### src/rtl/clcd_pkg.sv
// Shared types, register indexes and LCD command codes for the 4-bit LCD write sequencer.
package clcd_pkg;

	// configuration register indexes
	localparam logic [2:0] REG_POWER_ON   = 3'd0;
	localparam logic [2:0] REG_FIRST_INIT = 3'd1;
	localparam logic [2:0] REG_INIT       = 3'd2;
	localparam logic [2:0] REG_ENABLE_HI  = 3'd3;
	localparam logic [2:0] REG_SETTLE     = 3'd4;
	localparam logic [2:0] REG_COMMAND    = 3'd5;
	localparam logic [2:0] REG_CLEAR      = 3'd6;

	localparam logic [15:0] RST_POWER_ON   = 16'd20000;
	localparam logic [15:0] RST_FIRST_INIT = 16'd4000;
	localparam logic [15:0] RST_INIT       = 16'd150;
	localparam logic [15:0] RST_ENABLE_HI  = 16'd1;
	localparam logic [15:0] RST_SETTLE     = 16'd50;
	localparam logic [15:0] RST_COMMAND    = 16'd50;
	localparam logic [15:0] RST_CLEAR      = 16'd2000;

	// LCD command bytes and init nibbles
	localparam logic [7:0] CMD_CLEAR        = 8'h01;
	localparam logic [7:0] CMD_HOME         = 8'h02;
	localparam logic [7:0] CMD_ENTRY_MODE   = 8'h06;
	localparam logic [7:0] CMD_DISPLAY_ON   = 8'h0C;
	localparam logic [7:0] CMD_FUNCTION_SET = 8'h28;
	localparam logic [7:0] CMD_SET_DDRAM    = 8'h80;
	localparam logic [3:0] NIB_INIT         = 4'h3;
	localparam logic [3:0] NIB_FOUR_BIT     = 4'h2;

	// step indexes: last init step, first init command step, last byte step
	localparam logic [4:0] STEP_INIT_LAST = 5'd24;
	localparam logic [4:0] STEP_INIT_CMD  = 5'd9;
	localparam logic [4:0] STEP_BYTE_LAST = 5'd3;

	typedef enum logic [1:0] {
		FUNC_INIT = 2'd0,
		FUNC_CMD  = 2'd1,
		FUNC_DATA = 2'd2,
		FUNC_GOTO = 2'd3
	} func_t;

	typedef enum logic [1:0] {
		BASE_ENABLE = 2'd0,
		BASE_SETTLE = 2'd1,
		BASE_POWER  = 2'd2
	} base_sel_t;

	typedef enum logic [1:0] {
		EXTRA_NONE  = 2'd0,
		EXTRA_FIRST = 2'd1,
		EXTRA_INIT  = 2'd2,
		EXTRA_CMD   = 2'd3
	} extra_sel_t;

	typedef struct packed {
		logic       capture;
		logic       load;
		logic       enable;
		logic       use_const;
		logic [7:0] const_byte;
		logic       hi_nib;
		base_sel_t  base_sel;
		extra_sel_t extra_sel;
		logic       last;
	} step_cmd_t;

	typedef struct packed {
		logic out_free;
	} dp_status_t;

	// init command bytes, in order
	function automatic logic [7:0] init_cmd(input logic [1:0] k);
		logic [7:0] c;
		case (k)
			2'd0:    c = CMD_FUNCTION_SET;
			2'd1:    c = CMD_DISPLAY_ON;
			2'd2:    c = CMD_CLEAR;
			default: c = CMD_ENTRY_MODE;
		endcase
		return c;
	endfunction

endpackage

### src/rtl/char_lcd_4bit_write_sequencer.sv
// Top level of the 4-bit character LCD write sequencer.
// The request is captured in idle; in the run state each step is loaded into the output
// register when it is free. Throughput: one pin step per cycle while out_ready is high;
// init gives 25 steps, other requests 4, and the next request is taken the cycle after
// the last step is loaded.
// The step counter in the controller sets the pace: one output register load per step.
// Reset: timing registers return to their defaults, sequencer idle, no word pending.
module char_lcd_4bit_write_sequencer import clcd_pkg::*; (
	input  logic        clk,
	input  logic        arst_n,
	input  logic        cfg_we,
	input  logic [2:0]  cfg_index,
	input  logic [15:0] cfg_data,
	input  logic        in_valid,
	output logic        in_ready,
	input  logic [1:0]  func,
	input  logic [7:0]  byte_value,
	input  logic [5:0]  column,
	input  logic        line,
	output logic        out_valid,
	input  logic        out_ready,
	output logic        rs_level,
	output logic        enable_level,
	output logic [3:0]  nibble,
	output logic [16:0] hold_us,
	output logic        last
);

	step_cmd_t  cmd;
	dp_status_t status;

	clcd_ctrl u_ctrl (
		.clk      (clk),
		.arst_n   (arst_n),
		.in_valid (in_valid),
		.in_ready (in_ready),
		.func     (func),
		.status   (status),
		.cmd      (cmd)
	);

	clcd_dpath u_dpath (
		.clk          (clk),
		.arst_n       (arst_n),
		.cfg_we       (cfg_we),
		.cfg_index    (cfg_index),
		.cfg_data     (cfg_data),
		.func         (func),
		.byte_value   (byte_value),
		.column       (column),
		.line         (line),
		.cmd          (cmd),
		.status       (status),
		.out_valid    (out_valid),
		.out_ready    (out_ready),
		.rs_level     (rs_level),
		.enable_level (enable_level),
		.nibble       (nibble),
		.hold_us      (hold_us),
		.last         (last)
	);

endmodule

### src/rtl/clcd_ctrl.sv
// Sequencer state machine: walks the pin steps of one request and issues step commands.
module clcd_ctrl import clcd_pkg::*; (
	input  logic       clk,
	input  logic       arst_n,
	input  logic       in_valid,
	output logic       in_ready,
	input  logic [1:0] func,
	input  dp_status_t status,
	output step_cmd_t  cmd
);

	typedef enum logic [1:0] {
		ST_IDLE = 2'b01,
		ST_RUN  = 2'b10
	} state_t;

	state_t     state_q;
	logic [4:0] step_q;
	logic       init_q;
	logic       extra_cmd_q;
	logic [4:0] nib_rel;
	logic [4:0] rel;
	logic [4:0] last_step;

	assign in_ready  = (state_q == ST_IDLE);
	assign last_step = init_q ? STEP_INIT_LAST : STEP_BYTE_LAST;

	always_comb begin
		cmd         = '0;
		nib_rel     = step_q - 5'd1;
		rel         = init_q ? (step_q - STEP_INIT_CMD) : step_q;
		cmd.capture = in_valid && (state_q == ST_IDLE);
		cmd.load    = (state_q == ST_RUN) && status.out_free;
		cmd.last    = (step_q == last_step);
		if (init_q && step_q == 5'd0) begin
			// power-on wait, pins low
			cmd.use_const = 1'b1;
			cmd.base_sel  = BASE_POWER;
			cmd.extra_sel = EXTRA_NONE;
		end else if (init_q && step_q < STEP_INIT_CMD) begin
			// three 0x3 wake-up nibbles, then 0x2 for 4-bit mode
			cmd.use_const  = 1'b1;
			cmd.enable     = ~nib_rel[0];
			cmd.const_byte = {4'h0, (nib_rel[2:1] == 2'd3) ? NIB_FOUR_BIT : NIB_INIT};
			cmd.base_sel   = nib_rel[0] ? BASE_SETTLE : BASE_ENABLE;
			if (!nib_rel[0]) begin
				cmd.extra_sel = EXTRA_NONE;
			end else if (nib_rel[2:1] == 2'd0) begin
				cmd.extra_sel = EXTRA_FIRST;
			end else if (nib_rel[2:1] == 2'd3) begin
				cmd.extra_sel = EXTRA_NONE;
			end else begin
				cmd.extra_sel = EXTRA_INIT;
			end
		end else begin
			// byte: high E, high settle, low E, low settle
			cmd.use_const  = init_q;
			cmd.const_byte = init_cmd(rel[3:2]);
			cmd.enable     = ~rel[0];
			cmd.hi_nib     = ~rel[1];
			cmd.base_sel   = rel[0] ? BASE_SETTLE : BASE_ENABLE;
			cmd.extra_sel  = (rel[1:0] == 2'd3 && extra_cmd_q) ? EXTRA_CMD : EXTRA_NONE;
		end
	end

	always_ff @(posedge clk or negedge arst_n) begin
		if (!arst_n) begin
			state_q     <= ST_IDLE;
			step_q      <= '0;
			init_q      <= 1'b0;
			extra_cmd_q <= 1'b0;
		end else begin
			case (state_q)
				ST_IDLE: begin
					if (cmd.capture) begin
						state_q     <= ST_RUN;
						step_q      <= '0;
						init_q      <= (func == FUNC_INIT);
						extra_cmd_q <= (func != FUNC_DATA);
					end
				end
				ST_RUN: begin
					if (cmd.load) begin
						if (cmd.last) begin
							state_q <= ST_IDLE;
						end else begin
							step_q <= step_q + 5'd1;
						end
					end
				end
				default: begin
					state_q <= ST_IDLE;
				end
			endcase
		end
	end

	a_byte_step_range: assert property (@(posedge clk) disable iff (!arst_n)
		(state_q == ST_RUN && !init_q) |-> step_q <= STEP_BYTE_LAST)
		else $error("byte request step index out of range");

	a_last_to_idle: assert property (@(posedge clk) disable iff (!arst_n)
		(cmd.load && cmd.last) |=> state_q == ST_IDLE)
		else $error("sequencer did not return to idle after last step");

	a_step_advance: assert property (@(posedge clk) disable iff (!arst_n)
		(cmd.load && !cmd.last) |=> (state_q == ST_RUN && step_q == $past(step_q) + 5'd1))
		else $error("step index did not advance");

	a_capture_start: assert property (@(posedge clk) disable iff (!arst_n)
		cmd.capture |=> (state_q == ST_RUN && step_q == 5'd0))
		else $error("new request did not start at step zero");

endmodule

### src/rtl/clcd_dpath.sv
// Datapath: timing registers, request latch, hold time adder and output word register.
module clcd_dpath import clcd_pkg::*; (
	input  logic        clk,
	input  logic        arst_n,
	input  logic        cfg_we,
	input  logic [2:0]  cfg_index,
	input  logic [15:0] cfg_data,
	input  logic [1:0]  func,
	input  logic [7:0]  byte_value,
	input  logic [5:0]  column,
	input  logic        line,
	input  step_cmd_t   cmd,
	output dp_status_t  status,
	output logic        out_valid,
	input  logic        out_ready,
	output logic        rs_level,
	output logic        enable_level,
	output logic [3:0]  nibble,
	output logic [16:0] hold_us,
	output logic        last
);

	logic [15:0] power_on_q, first_init_q, init_q, enable_hi_q;
	logic [15:0] settle_q, command_q, clear_q;
	logic [7:0]  byte_q;
	logic        rs_q;
	logic        out_valid_q;
	logic        rs_out_q, en_out_q, last_out_q;
	logic [3:0]  nib_out_q;
	logic [16:0] hold_out_q;
	logic [7:0]  byte_sel;
	logic [15:0] base_us;
	logic [15:0] extra_us;
	logic [16:0] hold_sum;

	always_ff @(posedge clk or negedge arst_n) begin
		if (!arst_n) begin
			power_on_q   <= RST_POWER_ON;
			first_init_q <= RST_FIRST_INIT;
			init_q       <= RST_INIT;
			enable_hi_q  <= RST_ENABLE_HI;
			settle_q     <= RST_SETTLE;
			command_q    <= RST_COMMAND;
			clear_q      <= RST_CLEAR;
		end else if (cfg_we) begin
			case (cfg_index)
				REG_POWER_ON:   power_on_q   <= cfg_data;
				REG_FIRST_INIT: first_init_q <= cfg_data;
				REG_INIT:       init_q       <= cfg_data;
				REG_ENABLE_HI:  enable_hi_q  <= cfg_data;
				REG_SETTLE:     settle_q     <= cfg_data;
				REG_COMMAND:    command_q    <= cfg_data;
				REG_CLEAR:      clear_q      <= cfg_data;
				default: ;
			endcase
		end
	end

	// goto address: column + line*0x40 with column below 0x40 is a plain concat
	always_ff @(posedge clk) begin
		if (cmd.capture) begin
			byte_q <= (func == FUNC_GOTO) ? (CMD_SET_DDRAM | {1'b0, line, column}) : byte_value;
			rs_q   <= (func == FUNC_DATA);
		end
	end

	always_comb begin
		byte_sel = cmd.use_const ? cmd.const_byte : byte_q;
		case (cmd.base_sel)
			BASE_ENABLE: base_us = enable_hi_q;
			BASE_SETTLE: base_us = settle_q;
			BASE_POWER:  base_us = power_on_q;
			default:     base_us = enable_hi_q;
		endcase
		case (cmd.extra_sel)
			EXTRA_NONE:  extra_us = '0;
			EXTRA_FIRST: extra_us = first_init_q;
			EXTRA_INIT:  extra_us = init_q;
			EXTRA_CMD:   extra_us = (byte_sel == CMD_CLEAR || byte_sel == CMD_HOME) ?
				clear_q : command_q;
			default:     extra_us = '0;
		endcase
		// two 16-bit terms never reach the 17-bit ceiling, so no clamp
		hold_sum = {1'b0, base_us} + {1'b0, extra_us};
	end

	assign status.out_free = ~out_valid_q | out_ready;

	always_ff @(posedge clk or negedge arst_n) begin
		if (!arst_n) begin
			out_valid_q <= 1'b0;
		end else if (cmd.load) begin
			out_valid_q <= 1'b1;
		end else if (out_ready) begin
			out_valid_q <= 1'b0;
		end
	end

	always_ff @(posedge clk) begin
		if (cmd.load) begin
			rs_out_q   <= rs_q & ~cmd.use_const;
			en_out_q   <= cmd.enable;
			nib_out_q  <= cmd.hi_nib ? byte_sel[7:4] : byte_sel[3:0];
			hold_out_q <= hold_sum;
			last_out_q <= cmd.last;
		end
	end

	assign out_valid    = out_valid_q;
	assign rs_level     = rs_out_q;
	assign enable_level = en_out_q;
	assign nibble       = nib_out_q;
	assign hold_us      = hold_out_q;
	assign last         = last_out_q;

endmodule
### config.mk
export PLATFORM = sky130hd
export DESIGN_NAME = char_lcd_4bit_write_sequencer
export DESIGN_NICKNAME = d
export VERILOG_FILES = /design/src/rtl/clcd_pkg.sv /design/src/rtl/char_lcd_4bit_write_sequencer.sv /design/src/rtl/clcd_ctrl.sv /design/src/rtl/clcd_dpath.sv
export SDC_FILE = /design/constraint.sdc
export NUM_CORES = 1
export LEC_CHECK = 0
export BUFFER_PORTS_ARGS = -buffer_cell sky130_fd_sc_hd__buf_4
export CORE_ASPECT_RATIO = 1.75
export CORE_UTILIZATION = 35
export DETAILED_ROUTE_END_ITERATION = 8
export PLACE_DENSITY = 0.62
export SYNTH_ARGS = -nofsm -noshare
export SYNTH_HDL_FRONTEND = slang
export SYNTH_HIERARCHICAL = 1
export SYNTH_SLANG_ARGS = --single-unit
### constraint.sdc
create_clock -name clk -period 13.15 [get_ports clk]
set_input_delay 1.9725 -clock clk [delete_from_list [all_inputs] [get_ports clk]]
set_output_delay 1.9725 -clock clk [all_outputs]
set_load 0.02 [all_outputs]
==> results of run 1 <==
flip-flops by register name, indices dropped and copies added (netlist names), 4 cells and up:
register	flops
u_dpath/hold_us	17
u_dpath/clear_q	16
u_dpath/command_q	16
u_dpath/enable_hi_q	16
u_dpath/first_init_q	16
u_dpath/init_q	16
u_dpath/power_on_q	16
u_dpath/settle_q	16
u_dpath/byte_q	8
u_ctrl/step_q	5
u_dpath/nibble	4
how the worst max path moves through the flow:
stage	depth (start not counted)	slack, ps	from	end
after floorplan	18	8840	u_ctrl/step_q[0]$_DFFE_PN0P_	u_dpath/hold_us[15]$_DFFE_PP_
after global placement	16	8200	u_ctrl/init_q$_DFFE_PN0P_	u_dpath/hold_us[15]$_DFFE_PP_
after detailed placement	17	8070	u_ctrl/init_q$_DFFE_PN0P_	u_dpath/hold_us[15]$_DFFE_PP_
after CTS	17	8060	u_ctrl/init_q$_DFFE_PN0P_	u_dpath/hold_us[15]$_DFFE_PP_
after global routing	17	7720	u_ctrl/init_q$_DFFE_PN0P_	u_dpath/hold_us[15]$_DFFE_PP_
final	17	8070	u_ctrl/init_q$_DFFE_PN0P_	u_dpath/hold_us[15]$_DFFE_PP_
metrics by stage:
stage                     util, %  instances  area (um^2)
final                       41.58       1016         9419
after global routing        41.58       1016         9419
after CTS                   41.58       1016         9419
after detailed placement    38.75        984         8778
after global placement      38.75        984         8778
after floorplan                 -        650         8090
synth_stat cells (3+ instances only):
cell / n / area (um^2)
mux2_2: 115 / 1295
dfrtp_1: 93 / 2327
o21ai_0: 39 / 195.2
nand2_1: 35 / 131.4
edfxtp_1: 33 / 991.0
a21oi_1: 32 / 160.2
dfstp_2: 29 / 762.0
ha_1: 23 / 287.8
a21o_1: 21 / 157.7
mux2i_1: 21 / 210.2
nor2_1: 21 / 78.83
inv_1: 18 / 67.56
a22oi_1: 17 / 127.6
clkbuf_1: 16 / 60.06
nand2b_1: 10 / 62.56
xnor2_1: 9 / 78.83
buf_2: 6 / 30.03
buf_4: 6 / 45.04
nand3_1: 6 / 30.03
xor2_1: 6 / 52.55
a211oi_1: 5 / 37.54
nor2b_1: 5 / 31.28
buf_6: 4 / 45.04
mux2_1: 4 / 45.04
mux4_1: 4 / 105.1
nand4b_1: 4 / 35.03
nor3_1: 4 / 20.02
o21a_1: 4 / 30.03
nand4_1: 3 / 18.77
o21ai_1: 3 / 15.01
layer usage:
layer	global-route usage, %	vias to the layer above	share of wire, %	wire (um)
met1	17.88	2605	40	7196
met2	28.91	107	54	9624
li1	-	2482	-	-
met5	0	-	0	0
met3	3.254	32	3.1	553
met4	7.776	0	3.3	585
final cells by class:
cell class,count,area [um^2]
flip-flops and latches,155,4080
clock inverters,10,123.9
repair buffers,69,518.0
multi-input cells,441,3734
fillers,2159,13230
clock buffers,22,516.7
inverters,19,71.32
well taps,300,375.4
cells by family after synthesis:
family / after synthesis
compound gates: 144
xor+xnor: 15
fa+ha+maj: 24
buf+inv: 54
flops: 155
mux: 146
other cells: 1
simple gates: 109
power by group through the flow:
stage | Combinational [mW] | Clock (mW) | Sequential (mW)
2_1_floorplan | 0.740 | 0 | 0.739
3_3_place_gp | 1.01 | 0 | 0.734
3_5_place_dp | 1.02 | 0 | 0.738
4_1_cts | 1.03 | 0.537 | 0.730
5_1_grt | 1.12 | 0.553 | 0.744
6_report | 1.02 | 0.524 | 0.728
==> flow_summary.ini, run 1 <==
[yosys]
synth_top_family_by_area = multiplexers
ys_seq_area_share_pct = 50.48
synth_seq_cells = 155
synth_area_mm2 = 0.008083
synth_edf_count = 33
synthSimpleGateAreaFrac_pct = 7.786
synth_mux_area_share_pct = 20.85
synth_compound_area_share_pct = 11.75
async_reset_ff_share_pct = 78.71
syn_inst = 648
syn_avg_cell_area_um2 = 12.47
ys_types = 71
synthXorXnorAreaFrac_pct = 1.625
ys.flop_type = dfrtp_1
yosysWarnings = 6
synth_adder_area_share_pct = 3.808

[timing]
slew_viol_final = 0
whs_ps = 480.4
slew_headroom_pct = 25.10
fin_crit_sh_pct = 38.62
rsz0062_at_grt = no
fin_ws_ps = 8072
fmax_mhz = 196.9
tightest_slew_ps = 1118
setup_viol = 0
fin_tns_setup_ps = 0
fin_worst_skew_ps = 4.397
hold_viol_final = 0
fin_crit_ps = 5078

[grt]
grt_max_degree = 67
grt_antenna_before_repair = 0
grt_pass1_vias = 5338
grt_overflow = 0
grt_pass1_wl_um = 28620
grt_usage_pct = 16.17

[clock_network]
cts.sinks = 155
ctsHoldBuffers = 0
root_buffer = clkbuf_16
post_cts_resized = 0
postCtsSetupRepairBufs = 0
htree_levels = 4
clkTransAtPathRegs_ps = 60
cts_tree = built
cts_max_path_buffers = 2
cts_buffers = 17
clk_latency_ps = 430

[floorplan]
die_width_um = 116.9
start_util_pct = 35.68
fp-row-count = 73
die_h_um = 203.0
die_area_mm2 = 0.02373
core_area_mm2 = 0.02265
io_pins = 67

[setup_path]
regToRegStartpoint = u_ctrl/init_q$_DFFE_PN0P_
slowest_stage = dfrtp_1
r2r_cells = 17
reg2reg_to = u_dpath/hold_us[15]$_DFFE_PP_
endpoint_kind = flop
path_buf_inv = 1
r2r_slack_ps = 8070
worst_ep_required_time_ps = 13420
crit_fanout = 18
crit_type = flop to flop
critPathArrivalTime_ps = 5350
startpoint_type = flop
cpPeakStageDelay_ps = 720
crit_chain = nand2b_1 -> or4b_2 -> inv_1 -> nor3_1 -> xor2_1 -> nand3_4 -> nand2_4 -> mux2_4 -> mux2_4 -> a22o_1 -> ha_1 -> a211oi_1 -> o21ai_1 -> o31a_1 -> o21ai_1 -> nand4b_1 -> o211ai_1
cpLargestDelayFamily = simple AND/OR/NAND/NOR gates

[final_layout]
final_common_cell = mux2_2
diodes = 0
layout_common_cells = 115 x mux2_2, 93 x dfrtp_1, 69 x buf_4
drive_above_1_share_pct = 37.01
area_growth_pct = 16.53
nets = 768

[hold_path]
min_to = u_dpath/first_init_q[13]$_DFFE_PN0P_
hold_class = flop to flop
worstHoldStart = u_dpath/first_init_q[13]$_DFFE_PN0P_
hold_depth = 1

[drt]
wire_per_inst_um = 17.68
drc_errors = 0
dr_total_vias = 5226
totalWireLength_um = 17960
drtAntennaViolNets = 0
via_per_inst = 5.144
drt-pass1-iter-count = 4
drt-initial-drc-count = 301

[power]
pwr-share-clk_pct = 23.1
p_leak_nw = 3.976
p_per_area_mw_per_mm2 = 241.3
power_mw = 2.273
combPwrFrac_pct = 44.9
pwr-share-seq_pct = 32.0
ir_worst_vdd_v = 0.0001126
p_int_mw = 1.402
p_sw_mw = 0.8711
p_sw_share_pct = 38.32

[place]
place.gp.congestion = 0.8570
port-buffer-count = 66
pre_cts_ws_ps = 8070
dp_hpwl_um = 12800

[flow_run]
maxCapViolCount = 0

[outcome]
status = complete, no violations
No activity file was read; power rests on OpenSTA's default activity.
==> run 2, diff against run 1 <==
--- a/config.mk
+++ b/config.mk
@@ -9,7 +9,7 @@
 export CORE_ASPECT_RATIO = 1.75
 export CORE_UTILIZATION = 35
 export DETAILED_ROUTE_END_ITERATION = 8
-export PLACE_DENSITY = 0.62
+export PLACE_DENSITY = 0.64
 export SYNTH_ARGS = -nofsm -noshare
 export SYNTH_HDL_FRONTEND = slang
 export SYNTH_HIERARCHICAL = 1
==> constraint.sdc (replaced) <==
create_clock -name clk -period 4.4 [get_ports clk]
set_input_delay 0.66 -clock clk [delete_from_list [all_inputs] [get_ports clk]]
set_output_delay 0.66 -clock clk [all_outputs]
set_load 0.02 [all_outputs]
==> flow_summary.ini, run 2 (synthesized netlist as in run 1, its figures left out) <==
[outcome]
status = complete, no violations

[floorplan]
fp-row-count = 73
core_area_mm2 = 0.02265
die_area_mm2 = 0.02373
die_h_um = 203.0
io_pins = 67
start_util_pct = 35.68
die_width_um = 116.9

[power]
ir_worst_vdd_v = 0.0003861
power_mw = 7.274
pwr-share-clk_pct = 21.9
pwr-share-seq_pct = 29.4
p_int_mw = 4.533
p_per_area_mw_per_mm2 = 736.5
p_sw_mw = 2.741
combPwrFrac_pct = 48.7
p_sw_share_pct = 37.68
p_leak_nw = 4.186

[final_layout]
nets = 805
area_growth_pct = 22.20
n_fill_cell = 2103
largest_reg_flops = 17
final_common_cell = mux2_2
diodes = 0
final_cells = 1053
layout_common_cells = 115 x mux2_2, 102 x buf_4, 92 x dfrtp_1
drive_above_1_share_pct = 42.90
regArea_mm2 = 0.004081
multiInputGateArea_mm2 = 0.003852

[drt]
wire_per_inst_um = 17.51
dr_total_vias = 5353
drt-pass1-iter-count = 4
totalWireLength_um = 18440
via_per_inst = 5.084
drt-initial-drc-count = 346
drc_errors = 0
drtAntennaViolNets = 0

[grt]
grt_max_degree = 65
grt_usage_pct = 16.60
grt_overflow = 0
grt_pass1_wl_um = 29660
grt_pass1_vias = 5575
grt_antenna_before_repair = 0

[timing]
fin_ws_ps = 164.6
slew_headroom_pct = 18.28
hold_viol_final = 0
tightest_slew_ps = 1219
fin_worst_skew_ps = 7.074
setup_viol = 0
fin_crit_ps = 4235
fmax_mhz = 236.1
slew_viol_final = 0
fin_crit_sh_pct = 96.26

[clock_network]
ctsHoldBuffers = 0
htree_levels = 4
clkTransAtPathRegs_ps = 60
cts_tree = built
cts_max_path_buffers = 2
cts_buffers = 17
clk_latency_ps = 440
cts.sinks = 155
root_buffer = clkbuf_16

[flow_run]
maxCapViolCount = 0

[setup_path]
endpoint_kind = flop
crit_fanout = 5
crit_type = flop to flop
startpoint_type = flop
worst_ep_required_time_ps = 4700
critPathArrivalTime_ps = 4540

[hold_path]
hold_class = input pin to async pin

[place]
dp.cells = 1011
port-buffer-count = 66
dp_hpwl_um = 12920
pre_cts_ws_ps = -21.91
place.gp.congestion = 0.8906
-- run 2: cell types whose count changed in the layout (fill, tap and decap cells not counted), sizes merged --
| cell | delta |
|---|---|
| clkinv | +1 |
| inv | -3 |
| bufinv | +1 |
| buf | +37 |
| clkbuf | +1 |
-- run 2: per-stage QoR --
step | util, % | setup TNS [ps] | area (um^2) | hold slack [ps]
3_5_place_dp | 39.76 | -21.91 | 9006 | 470.6
6_report | 43.60 | 0 | 9877 | 341.3
2_1_floorplan | - | 0 | 8090 | 364.4
4_1_cts | 42.67 | 0 | 9666 | 372.3
3_3_place_gp | 39.76 | 0 | 9006 | 462.4
5_1_grt | 43.60 | -10.72 | 9877 | 402.1
-- run 2: cell type report --
cell class | count | share of cell area, %
inverter | 19 | 0.7221
multi-input combinational | 441 | 39.00
clock inverter | 9 | 1.317
timing repair buffer | 106 | 8.563
tap | 300 | 3.800
clock buffer | 23 | 5.270
sequential | 155 | 41.32
-- run 2: worst paths after layout --
| kind | from | end | slack (ps) | depth (start not counted) |
|---|---|---|---|---|
| setup reg to reg | u_ctrl/step_q[1]$_DFFE_PN0P_ | u_dpath/hold_us[10]$_DFFE_PP_ | 160 | 17 |
| min in group clk | func[0] | u_ctrl/init_q$_DFFE_PN0P_ | 440 | 2 |
| max in group asynchronous | arst_n | u_dpath/power_on_q[9]$_DFFE_PN1P_ | 3180 | 2 |
| hold / removal | arst_n | u_dpath/enable_hi_q[4]$_DFFE_PN0P_ | 340 | 1 |
| setup / recovery | u_ctrl/step_q[1]$_DFFE_PN0P_ | u_dpath/hold_us[10]$_DFFE_PP_ | 160 | 17 |
| hold reg to reg | u_dpath/first_init_q[13]$_DFFE_PN0P_ | u_dpath/first_init_q[13]$_DFFE_PN0P_ | 480 | 1 |
-- run 2: layer usage --
layer	up-vias	track usage [%]	share of wire (%)
met1	2700	18.91	40
met4	0	7.414	2.4
met3	30	2.627	2.7
met2	80	29.82	55
li1	2543	-	-
met5	-	0	0
-- run 2: timing repair --
action | CTS | global route
pin swaps | 0 | 14
resized for setup | 2 | 24
setup buffers | 0 | 10
endpoints found under the setup margin | 2 | 10
-- run 2: power by group through the flow --
stage          registers, mW  clock network [mW]  logic [mW]
6_report                2.14                1.59        3.54
2_1_floorplan           2.21                   0        2.21
4_1_cts                 2.14                1.63        3.38
5_1_grt                 2.19                1.68        3.89
3_3_place_gp            2.16                   0        3.30
3_5_place_dp            2.17                   0        3.33
-- run 2: critical path, stage by stage (launching register included) --
cell and delay, ps:
dfrtp_1 410, or3_4 430, a21o_4 240, mux2i_1 140, nor3_2 230, xor2_1 250
nand3_4 100, nand2_4 100, mux2_4 290, mux2_4 270, a22oi_2 190, fa_2 230
nor2b_1 40, o21a_1 200, o21ai_4 230, a21boi_4 110, or4b_1 530, nand4_1 80
